## config.mk

```make
export PLATFORM = sky130hd
export DESIGN_NAME = millisecond_calendar_counter
export DESIGN_NICKNAME = d
export VERILOG_FILES = /design/src/sv/mcc_pkg.sv /design/src/sv/mcc_mod_stage.sv /design/src/sv/mcc_calendar.sv /design/src/sv/millisecond_calendar_counter.sv
export SDC_FILE = /design/constraint.sdc
export NUM_CORES = 2
export LEC_CHECK = 0
export ABC_AREA = 1
export BUFFER_PORTS_ARGS = -buffer_cell sky130_fd_sc_hd__buf_2
export CELL_PAD_IN_SITES_DETAIL_PLACEMENT = 1
export CELL_PAD_IN_SITES_GLOBAL_PLACEMENT = 2
export CORE_MARGIN = 4
export CORE_UTILIZATION = 47
export CTS_CLUSTER_DIAMETER = 50
export CTS_CLUSTER_SIZE = 10
export DETAILED_ROUTE_END_ITERATION = 16
export GPL_ROUTABILITY_DRIVEN = 1
export PLACE_DENSITY = 0.95
export SYNTH_ARGS = -nofsm -noshare
export SYNTH_HDL_FRONTEND = slang
export SYNTH_HIERARCHICAL = 1
export SYNTH_SLANG_ARGS = --single-unit
```

## constraint.sdc

```tcl
create_clock -name clk -period 29.8 [get_ports clk]
set_input_delay 5.96 -clock clk [delete_from_list [all_inputs] [get_ports clk]]
set_output_delay 5.96 -clock clk [all_outputs]
set_load 0.005 [all_outputs]
```

## src/sv/mcc_pkg.sv

```systemverilog
// ----------------------------------------------------------------------------
// mcc_pkg: shared types and helpers of the millisecond calendar counter
// payload structs, command codes, remainder step, month table, leap rule
// ----------------------------------------------------------------------------
package mcc_pkg;

  // milliseconds in one second
  localparam int MS_PER_SECOND = 1000;

  localparam int TS_W      = 64;
  localparam int REM_W     = $clog2(MS_PER_SECOND);
  localparam int DIGIT_W   = 8;
  localparam int NUM_STAGES = TS_W / DIGIT_W;

  localparam logic [REM_W:0] MS_MOD = (REM_W + 1)'(MS_PER_SECOND);

  localparam logic [6:0] SEC_PER_MIN  = 7'd60;
  localparam logic [6:0] MIN_PER_HOUR = 7'd60;
  localparam logic [5:0] HOUR_PER_DAY = 6'd24;
  localparam logic [2:0] WEEKDAY_LAST = 3'd7;
  localparam logic [3:0] MONTH_FIRST  = 4'd1;
  localparam logic [3:0] MONTH_FEB    = 4'd2;
  localparam logic [3:0] MONTH_LAST   = 4'd12;

  // divisibility by 25 through the modular inverse of 25 mod 2^16
  localparam logic [15:0] INV25 = 16'h5C29;
  localparam logic [15:0] LIM25 = 16'(16'hFFFF / 25);

  typedef enum logic [1:0] {
    CMD_TICK  = 2'd0,
    CMD_SET   = 2'd1,
    CMD_START = 2'd2,
    CMD_STOP  = 2'd3
  } cmd_t;

  typedef struct packed {
    cmd_t        command;
    logic [63:0] new_timestamp;
    logic [5:0]  new_second;
    logic [5:0]  new_minute;
    logic [4:0]  new_hour;
    logic [2:0]  new_week_day;
    logic [4:0]  new_month_day;
    logic [3:0]  new_month;
    logic [15:0] new_year;
  } in_item_t;

  typedef struct packed {
    logic [63:0] now_timestamp;
    logic [5:0]  now_second;
    logic [5:0]  now_minute;
    logic [4:0]  now_hour;
    logic [2:0]  now_week_day;
    logic [4:0]  now_month_day;
    logic [3:0]  now_month;
    logic [15:0] now_year;
    logic        is_running;
  } out_item_t;

  // item in flight through the remainder pipeline
  typedef struct packed {
    in_item_t         item;
    logic [REM_W-1:0] rem;
    logic [TS_W-1:0]  digits;
  } mod_item_t;

  // one digit of long division by the second length
  function automatic logic [REM_W-1:0] rem_step(input logic [REM_W-1:0] rem_in,
                                                input logic [DIGIT_W-1:0] dig);
    logic [REM_W:0]   t;
    logic [REM_W-1:0] r;
    r = rem_in;
    for (int i = DIGIT_W - 1; i >= 0; i--) begin
      t = {r, dig[i]};
      if (t >= MS_MOD) begin
        t = t - MS_MOD;
      end
      r = t[REM_W-1:0];
    end
    return r;
  endfunction

  function automatic logic [4:0] month_len(input logic [3:0] m);
    logic [4:0] len;
    case (m)
      4'd1, 4'd3, 4'd5, 4'd7, 4'd8, 4'd10, 4'd12: len = 5'd31;
      4'd4, 4'd6, 4'd9, 4'd11:                    len = 5'd30;
      4'd2:                                        len = 5'd28;
      default:                                     len = 5'd0;
    endcase
    return len;
  endfunction

  // gregorian rule
  function automatic logic is_leap(input logic [15:0] y);
    logic [15:0] q;
    logic        d4;
    logic        d16;
    logic        d25;
    q   = y * INV25;
    d25 = (q <= LIM25);
    d4  = (y[1:0] == 2'd0);
    d16 = (y[3:0] == 4'd0);
    return d4 && (!d25 || d16);
  endfunction

endpackage

```

## src/sv/mcc_mod_stage.sv

```systemverilog
// ----------------------------------------------------------------------------
// mcc_mod_stage: one registered step of the timestamp remainder pipeline
// folds the next timestamp digit into the running remainder
// ----------------------------------------------------------------------------
module mcc_mod_stage (
  input  logic               clk,
  input  logic               rst_n,
  input  logic               up_valid,
  output logic               up_ready,
  input  mcc_pkg::mod_item_t up_item,
  output logic               dn_valid,
  input  logic               dn_ready,
  output mcc_pkg::mod_item_t dn_item
);

  logic               valid_r;
  logic               valid_nxt;
  mcc_pkg::mod_item_t item_r;
  mcc_pkg::mod_item_t item_nxt;
  logic               take;

  assign up_ready = !valid_r || dn_ready;
  assign take     = up_valid && up_ready;

  always_comb begin
    item_nxt      = up_item;
    item_nxt.rem  = mcc_pkg::rem_step(up_item.rem,
                      up_item.digits[mcc_pkg::TS_W-1 -: mcc_pkg::DIGIT_W]);
    item_nxt.digits = {up_item.digits[mcc_pkg::TS_W-mcc_pkg::DIGIT_W-1:0],
                       {mcc_pkg::DIGIT_W{1'b0}}};
    if (take) begin
      valid_nxt = 1'b1;
    end else if (dn_ready) begin
      valid_nxt = 1'b0;
    end else begin
      valid_nxt = valid_r;
    end
  end

  always_ff @(posedge clk) begin
    if (!rst_n) begin
      valid_r <= 1'b0;
    end else begin
      valid_r <= valid_nxt;
    end
  end

  always_ff @(posedge clk) begin
    if (take) begin
      item_r <= item_nxt;
    end
  end

  assign dn_valid = valid_r;
  assign dn_item  = item_r;

endmodule

```

## src/sv/mcc_calendar.sv

```systemverilog
// ----------------------------------------------------------------------------
// mcc_calendar: clock state and result register
// applies one command per transfer and registers the time and date after it
// ----------------------------------------------------------------------------
module mcc_calendar (
  input  logic               clk,
  input  logic               rst_n,
  input  logic               up_valid,
  output logic               up_ready,
  input  mcc_pkg::mod_item_t up_item,
  output logic               out_valid,
  input  logic               out_ready,
  output mcc_pkg::out_item_t out_data
);

  logic [63:0]              total_r, total_nxt;
  logic [mcc_pkg::REM_W-1:0] phase_r, phase_nxt;
  logic [5:0]               sec_r, sec_nxt;
  logic [5:0]               min_r, min_nxt;
  logic [4:0]               hour_r, hour_nxt;
  logic [2:0]               wday_r, wday_nxt;
  logic [4:0]               mday_r, mday_nxt;
  logic [3:0]               month_r, month_nxt;
  logic [15:0]              year_r, year_nxt;
  logic                     leap_r, leap_nxt;
  logic                     run_r, run_nxt;
  logic                     out_valid_r, out_valid_nxt;
  mcc_pkg::out_item_t       out_data_r, out_data_nxt;

  logic                     take;
  logic [mcc_pkg::REM_W:0]  phase_inc;
  logic                     boundary;
  logic [6:0]               sec_inc;
  logic [6:0]               min_inc;
  logic [5:0]               hour_inc;
  logic                     sec_wrap, min_wrap, hour_wrap;
  logic                     day_carry;
  logic                     month_ok;
  logic [5:0]               len;
  logic [5:0]               day_inc;
  logic [15:0]              year_inc;
  logic [15:0]              leap_year;
  logic                     leap_calc;

  assign up_ready = !out_valid_r || out_ready;
  assign take     = up_valid && up_ready;

  always_comb begin
    phase_inc = {1'b0, phase_r} + {{mcc_pkg::REM_W{1'b0}}, 1'b1};
    boundary  = (phase_inc == mcc_pkg::MS_MOD) || (&total_r);
    sec_inc   = {1'b0, sec_r} + 7'd1;
    min_inc   = {1'b0, min_r} + 7'd1;
    hour_inc  = {1'b0, hour_r} + 6'd1;
    sec_wrap  = (sec_inc >= mcc_pkg::SEC_PER_MIN);
    min_wrap  = (min_inc >= mcc_pkg::MIN_PER_HOUR);
    hour_wrap = (hour_inc >= mcc_pkg::HOUR_PER_DAY);
    day_carry = sec_wrap && min_wrap && hour_wrap;
    month_ok  = (month_r >= mcc_pkg::MONTH_FIRST) && (month_r <= mcc_pkg::MONTH_LAST);
    len       = {1'b0, mcc_pkg::month_len(month_r)} +
                {5'd0, (month_r == mcc_pkg::MONTH_FEB) && leap_r};
    day_inc   = {1'b0, mday_r} + 6'd1;
    year_inc  = year_r + 16'd1;
    // one leap unit serves both the set path and the year rollover
    leap_year = (up_item.item.command == mcc_pkg::CMD_SET) ? up_item.item.new_year
                                                            : year_inc;
    leap_calc = mcc_pkg::is_leap(leap_year);

    total_nxt = total_r;
    phase_nxt = phase_r;
    sec_nxt   = sec_r;
    min_nxt   = min_r;
    hour_nxt  = hour_r;
    wday_nxt  = wday_r;
    mday_nxt  = mday_r;
    month_nxt = month_r;
    year_nxt  = year_r;
    leap_nxt  = leap_r;
    run_nxt   = run_r;

    case (up_item.item.command)
      mcc_pkg::CMD_TICK: begin
        if (run_r) begin
          total_nxt = total_r + 64'd1;
          phase_nxt = boundary ? '0 : phase_inc[mcc_pkg::REM_W-1:0];
          if (boundary) begin
            sec_nxt = sec_wrap ? 6'd0 : sec_inc[5:0];
            if (sec_wrap) begin
              min_nxt = min_wrap ? 6'd0 : min_inc[5:0];
            end
            if (sec_wrap && min_wrap) begin
              hour_nxt = hour_wrap ? 5'd0 : hour_inc[4:0];
            end
            if (day_carry) begin
              wday_nxt = (wday_r >= mcc_pkg::WEEKDAY_LAST || wday_r == 3'd0) ?
                         3'd1 : wday_r + 3'd1;
              if (!month_ok) begin
                mday_nxt = day_inc[4:0];
              end else if (day_inc > len) begin
                mday_nxt = 5'd1;
                if (month_r == mcc_pkg::MONTH_LAST) begin
                  month_nxt = mcc_pkg::MONTH_FIRST;
                  year_nxt  = year_inc;
                  leap_nxt  = leap_calc;
                end else begin
                  month_nxt = month_r + 4'd1;
                end
              end else begin
                mday_nxt = day_inc[4:0];
              end
            end
          end
        end
      end
      mcc_pkg::CMD_SET: begin
        total_nxt = up_item.item.new_timestamp;
        phase_nxt = up_item.rem;
        sec_nxt   = up_item.item.new_second;
        min_nxt   = up_item.item.new_minute;
        hour_nxt  = up_item.item.new_hour;
        wday_nxt  = up_item.item.new_week_day;
        mday_nxt  = up_item.item.new_month_day;
        month_nxt = up_item.item.new_month;
        year_nxt  = up_item.item.new_year;
        leap_nxt  = leap_calc;
      end
      mcc_pkg::CMD_START: begin
        run_nxt = 1'b1;
      end
      mcc_pkg::CMD_STOP: begin
        run_nxt = 1'b0;
      end
      default: begin
        run_nxt = run_r;
      end
    endcase

    out_data_nxt.now_timestamp = total_nxt;
    out_data_nxt.now_second    = sec_nxt;
    out_data_nxt.now_minute    = min_nxt;
    out_data_nxt.now_hour      = hour_nxt;
    out_data_nxt.now_week_day  = wday_nxt;
    out_data_nxt.now_month_day = mday_nxt;
    out_data_nxt.now_month     = month_nxt;
    out_data_nxt.now_year      = year_nxt;
    out_data_nxt.is_running    = run_nxt;

    if (take) begin
      out_valid_nxt = 1'b1;
    end else if (out_ready) begin
      out_valid_nxt = 1'b0;
    end else begin
      out_valid_nxt = out_valid_r;
    end
  end

  always_ff @(posedge clk) begin
    if (!rst_n) begin
      total_r     <= 64'd0;
      phase_r     <= '0;
      sec_r       <= 6'd0;
      min_r       <= 6'd0;
      hour_r      <= 5'd0;
      wday_r      <= 3'd1;
      mday_r      <= 5'd1;
      month_r     <= 4'd1;
      year_r      <= 16'd2000;
      leap_r      <= 1'b1;
      run_r       <= 1'b1;
      out_valid_r <= 1'b0;
    end else begin
      out_valid_r <= out_valid_nxt;
      if (take) begin
        total_r <= total_nxt;
        phase_r <= phase_nxt;
        sec_r   <= sec_nxt;
        min_r   <= min_nxt;
        hour_r  <= hour_nxt;
        wday_r  <= wday_nxt;
        mday_r  <= mday_nxt;
        month_r <= month_nxt;
        year_r  <= year_nxt;
        leap_r  <= leap_nxt;
        run_r   <= run_nxt;
      end
    end
  end

  always_ff @(posedge clk) begin
    if (take) begin
      out_data_r <= out_data_nxt;
    end
  end

  assign out_valid = out_valid_r;
  assign out_data  = out_data_r;

endmodule

```

## src/sv/millisecond_calendar_counter.sv

```systemverilog
// ----------------------------------------------------------------------------
// millisecond_calendar_counter: millisecond timestamp with calendar
// tick, set, start and stop commands; one time and date result per command
// ----------------------------------------------------------------------------
// usage
//   in_valid/in_ready/in_data carry one command per transfer: tick adds one
//   millisecond while running, set loads timestamp and all time and date fields,
//   start and stop switch the running flag
//   out_valid/out_ready/out_data carry one result per command: timestamp,
//   time of day, weekday, date and running flag after that command
//   pipeline: a result passes one registered stage per timestamp digit of
//   the remainder pipeline (8 digits of 8 bits, so the second phase of a
//   loaded timestamp is known) and then the calendar update stage
//   throughput: one command per cycle while the receiver keeps up; the calendar
//   stage updates all state on each transfer, so back-to-back ticks and sets need no bubbles
//   reset: timestamp 0, 00:00:00, weekday 1, January 1st 2000 (leap),
//   running; the pipeline comes out of reset empty
//   stall: each stage holds its item while the one after it is full, so a
//   stalled receiver fills the pipeline and then drops in_ready
// ----------------------------------------------------------------------------
module millisecond_calendar_counter (
  input  logic               clk,
  input  logic               rst_n,
  input  logic               in_valid,
  output logic               in_ready,
  input  mcc_pkg::in_item_t  in_data,
  output logic               out_valid,
  input  logic               out_ready,
  output mcc_pkg::out_item_t out_data
);

  // handshake and payload between pipeline stages, index 0 is the input port
  logic               stg_valid [mcc_pkg::NUM_STAGES+1];
  logic               stg_ready [mcc_pkg::NUM_STAGES+1];
  mcc_pkg::mod_item_t stg_item  [mcc_pkg::NUM_STAGES+1];

  // remainder starts at zero, digits are the timestamp, msb first
  assign stg_item[0] = {in_data, {mcc_pkg::REM_W{1'b0}}, in_data.new_timestamp};

  assign stg_valid[0] = in_valid;
  assign in_ready     = stg_ready[0];

  // one digit of timestamp mod ms-per-second per stage
  for (genvar g = 0; g < mcc_pkg::NUM_STAGES; g++) begin : g_mod
    mcc_mod_stage u_stage (
      .clk      (clk),
      .rst_n    (rst_n),
      .up_valid (stg_valid[g]),
      .up_ready (stg_ready[g]),
      .up_item  (stg_item[g]),
      .dn_valid (stg_valid[g+1]),
      .dn_ready (stg_ready[g+1]),
      .dn_item  (stg_item[g+1])
    );
  end

  // calendar state and result register
  mcc_calendar u_calendar (
    .clk       (clk),
    .rst_n     (rst_n),
    .up_valid  (stg_valid[mcc_pkg::NUM_STAGES]),
    .up_ready  (stg_ready[mcc_pkg::NUM_STAGES]),
    .up_item   (stg_item[mcc_pkg::NUM_STAGES]),
    .out_valid (out_valid),
    .out_ready (out_ready),
    .out_data  (out_data)
  );

endmodule

```

Yosys cells after proc, flatten, opt, wreduce, memory -nomap -nowiden
Memory sizes are Yosys's and may differ from the RTL's. A register that Yosys moved wholly into a read port is not among the register bits.
Cells that the tools add are included.

storage, ports and cells
  memory bits (read-only) = 80
  memories = 1
  word-level logic and storage cells = 466
  flip-flop bits (word level) = 1432
  input bits = 115
  output and inout bits = 112

cells by class
  $lt $le $gt $ge = 72
  reductions and logical operators = 53
  add/subtract/negate cells = 74
  equal/unequal tests = 12
  mux-type cells = 137
  multipliers = 1

memory list
  memory           words  bits a word  rd ports  clocked after Yosys merged registers in  wr ports  RTL line       source
  (no name shown)  16     5            1         1                                        0         mcc_pkg.sv:85  case (m)

operators by type and width
  kind                    count
  $ge 11x10->1 const B    63
  $mux 10                 66
  $sub 10x10->10 const B  63
  $pmux 64 s2             1
  $mux 16                 7
  $add 64x1->64 const B   1
  $mux 64                 1
  $reduce_and 64->1       1
  $mux 5                  9
  $mux 6                  7
  $mux 4                  8
  $pmux 16 s2             1
  $mux 1                  24
  $pmux 6 s2              2
  $pmux 10 s2             1
  $pmux 5 s2              2
  $reduce_bool 2->1       10
  $add 16x1->16 const B   1
  $le 16x12->1 const B    1
  $mul 16x15->16 const B  1
  $add 6x1->7 const B     2
  $ge 7x6->1 const B      2
  $logic_and 1x1->1       14
  $add 5x1->6 const B     2
  28 further kinds        59

Longest topological paths before layout
  depth after elaboration = 16
  mapped depth = 54
  depth with buffers taken out = 54

Cells and area by module
The synthesis kept the hierarchy.

by module, submodules not included
  module                                 instances  area an instance (um^2)  cells each  seq. area each (um^2)
  mcc_mod_stage at g_mod[0].u_stage ...  7          7333.3                   552         5335.1
  mcc_calendar                           1          15646.3                  2093        5805.6
  mcc_mod_stage at g_mod[7].u_stage      1          7330.8                   552         5335.1
  millisecond_calendar_counter           1          3.8                      1           0.0

Worst setup path after synthesis
No wires, ideal clock.

  kind = input to register
  from = input port out_ready
  to = register g_mod[0].u_stage.item_r, in the netlist g_mod[0].u_stage/dn_item[100] (enable)
  path slack = 13.731 ns
  data required time = 29.028 ns
  buffers on the path = 0
  stages = 18
  data arrival time = 15.296 ns
  cells stage by stage = inv_1 -> nand2_1 -> inv_1 -> nand2_1 -> inv_1 -> nand2_1 -> inv_1 -> nand2_1 -> inv_1 -> nand2_1 -> inv_1 -> nand2_1 -> inv_1 -> nand2_1 -> inv_1 -> nand2_1 -> inv_1 -> a21oi_1

RTL lines
  item                  RTL line                            source
  from (decl)           millisecond_calendar_counter.sv:28  input logic out_ready,
  to (signal assigned)  mcc_mod_stage.sv:50                 item_r <= item_nxt;
  to (decl)             mcc_mod_stage.sv:18                 mcc_pkg::mod_item_t item_r;

==> results.yml <==
run:
  drv_cap: 0
setup_path:
  r2r_start: "g_mod[7].u_stage/dn_item[184]$_DFFE_PP_"
  r2r_cells: 25
  crit_path_end_kind: "output port"
  crit_path_start_kind: "primary input"
  r2r_setup_slack_ns: 21.67
  crit_fanout: 3
  worst_ep_arrival_time_ns: 7.98
  rr_endpoint: "u_calendar/leap_r$_SDFFE_PN1P_"
  cp.required_ns: 23.84
  path_class: "in2out"
sta:
  setup_violations: 0
  worst_pin_slew_ns: 1.18
  skew_ns: 0.0351
  period_needed_ns: 13.94
  fin_ws_ns: 15.86
  slew_violations: 0
  setup_tns_ns: 0
  finalCritPeriodShare: 0.468
  fmax_ghz: 0.0718
  slew_headroom: 0.211
  final-hold-violation-count: 0
  rsz0062_at_grt: "false"
clocking:
  root_buffer: "clkbuf_16"
  clk_path_buf_depth: 3
  clk_latency_ns: 0.80
  numCtsBuffers: 177
  cts_tree: "yes"
  post_cts_resize_count: 0
  htree_levels: 4
  cts_hold_buf: 0
  post-cts-setup-buffer-count: 0
  clock_sinks: 1435
  clk_pin_slew_worst_paths_ns: 0.05
detailed_routing:
  num_vias: 46600
  drt_iter0_drc: 3306
  wl_um: 180000
  routedWlPerCell_um: 20.8
  viasPerCell: 5.40
  antenna_left: 0
  drc_errors: 0
  drtPass1Iterations: 5
grt:
  grt_usage: 0.243
  grt_remaining_overflow: 0
  grt_max_degree: 99
  first_global_vias: 50000
  antenna_found_initial: 16
  grt_pass1_wl_um: 281000
place:
  dpl.hpwl_um: 127000
  pre_cts_ws_ns: 15.88
  port_buffers: 226
  place_congestion: 0.876
power:
  power_density_nw_per_um2: 127
  leakage_nw: 30.5
  peakVddDrop_uv: 232
  power_w: 0.00970
status:
  status: "finished, final reports clean"
layout:
  synthToLayoutAreaGrowth_pct: 13.4
  drive_gt1_frac: 0.175
  multi_input_area_um2: 21900
  final_common_cell: "nand2_1"
  fin_util: 0.537
  layout_common_cells: "nand2_1, edfxtp_1, inv_1"
  nets: 6831
  fill_cells: 15400
  regArea_um2: 41800
hold_path:
  min_path_type: "reg2reg"
  holdCritStartpoint: "g_mod[3].u_stage/dn_item[55]$_DFFE_PP_"
  worstHoldEndpoint: "g_mod[4].u_stage/dn_item[63]$_DFFE_PP_"
  holdPathStages: 0
floorplan:
  die_width_um: 386
  io-pin-count: 227
  row_count: 138
  fp.dieArea_um2: 149000
  start_util: 0.474
  core_um2: 142000
  die_y_um: 386
synth:
  yosysWarnings: 6
  syn_avg_cell_area_um2: 10.8
  netlist_area_um2: 67100
  syn_inst: 6214
[cell type report]
| class | instances | area share |
|---|---|---|
| antenna | 8 | 0.000263 |
| timing repair buffer | 261 | 0.0183 |
| inverter | 871 | 0.0432 |
| multi-input combinational | 3858 | 0.288 |
| clock inverter | 47 | 0.00724 |
| tap | 1890 | 0.0311 |
| clock buffer | 257 | 0.0627 |
| sequential | 1435 | 0.549 |
[routing by layer]
metal  wire length (um)  vias to the layer above  GRT usage
met5                 81                        -          0
met4               8280                        8      0.112
met3               9700                      424     0.0380
met2              89600                     1332      0.419
met1              72100                    22900      0.303
li1                   -                    21900          -
[power by group]
group / switching (W) / total, W / internal [W]
Combinational: 0.00360 / 0.00527 / 0.00167
Sequential: 0.0000497 / 0.00246 / 0.00241
Clock: 0.000819 / 0.00197 / 0.00115
Total: 0.00447 / 0.00970 / 0.00523
[per-stage QoR]
stage / cell area [um2] / cells / hold WS [ns]
floorplan: 67200 / 6247 / 0.400
global placement: 70700 / 8315 / 0.400
detailed placement: 70700 / 8315 / 0.405
CTS: 76100 / 8619 / 0.391
global route: 76100 / 8621 / 0.400
finish: 76100 / 8627 / 0.396
[critical path: stages]
cell	delay [ns]
buf_2	0.10
inv_1	0.04
nand2_1	0.10
inv_1	0.13
nand2_1	0.08
inv_1	0.12
nand2_1	0.08
inv_1	0.11
nand2_1	0.08
inv_1	0.11
nand2_1	0.08
inv_1	0.11
nand2_1	0.09
inv_1	0.13
nand2_1	0.11
inv_1	0.13
nand2_1	0.09
inv_1	0.12
nand2_1	0.07
buf_2	0.13
[registers in the layout, indices dropped and copies added (netlist names), 6 cells and up, named ones only]
signal	count
u_calendar/out_data	110
u_calendar/total_r	64
g_mod.u_stage/dn_valid	8
u_calendar/year_r	16
u_calendar/min_r	6
u_calendar/phase_r	10
g_mod.u_stage/dn_item	1192
u_calendar/sec_r	6
[worst max path at each step]
stage	startpoint	to	slack [ns]	depth (start not counted)
3_5_place_dp	out_ready	in_ready	15.88	20
4_1_cts	out_ready	in_ready	15.84	20
2_1_floorplan	out_ready	g_mod[0].u_stage/dn_item[100]$_DFFE_PP_	13.73	18
5_1_grt	out_ready	in_ready	15.60	20
3_3_place_gp	out_ready	in_ready	15.90	20
6_report	out_ready	in_ready	15.86	20
Power figures use the tool's default switching activity.
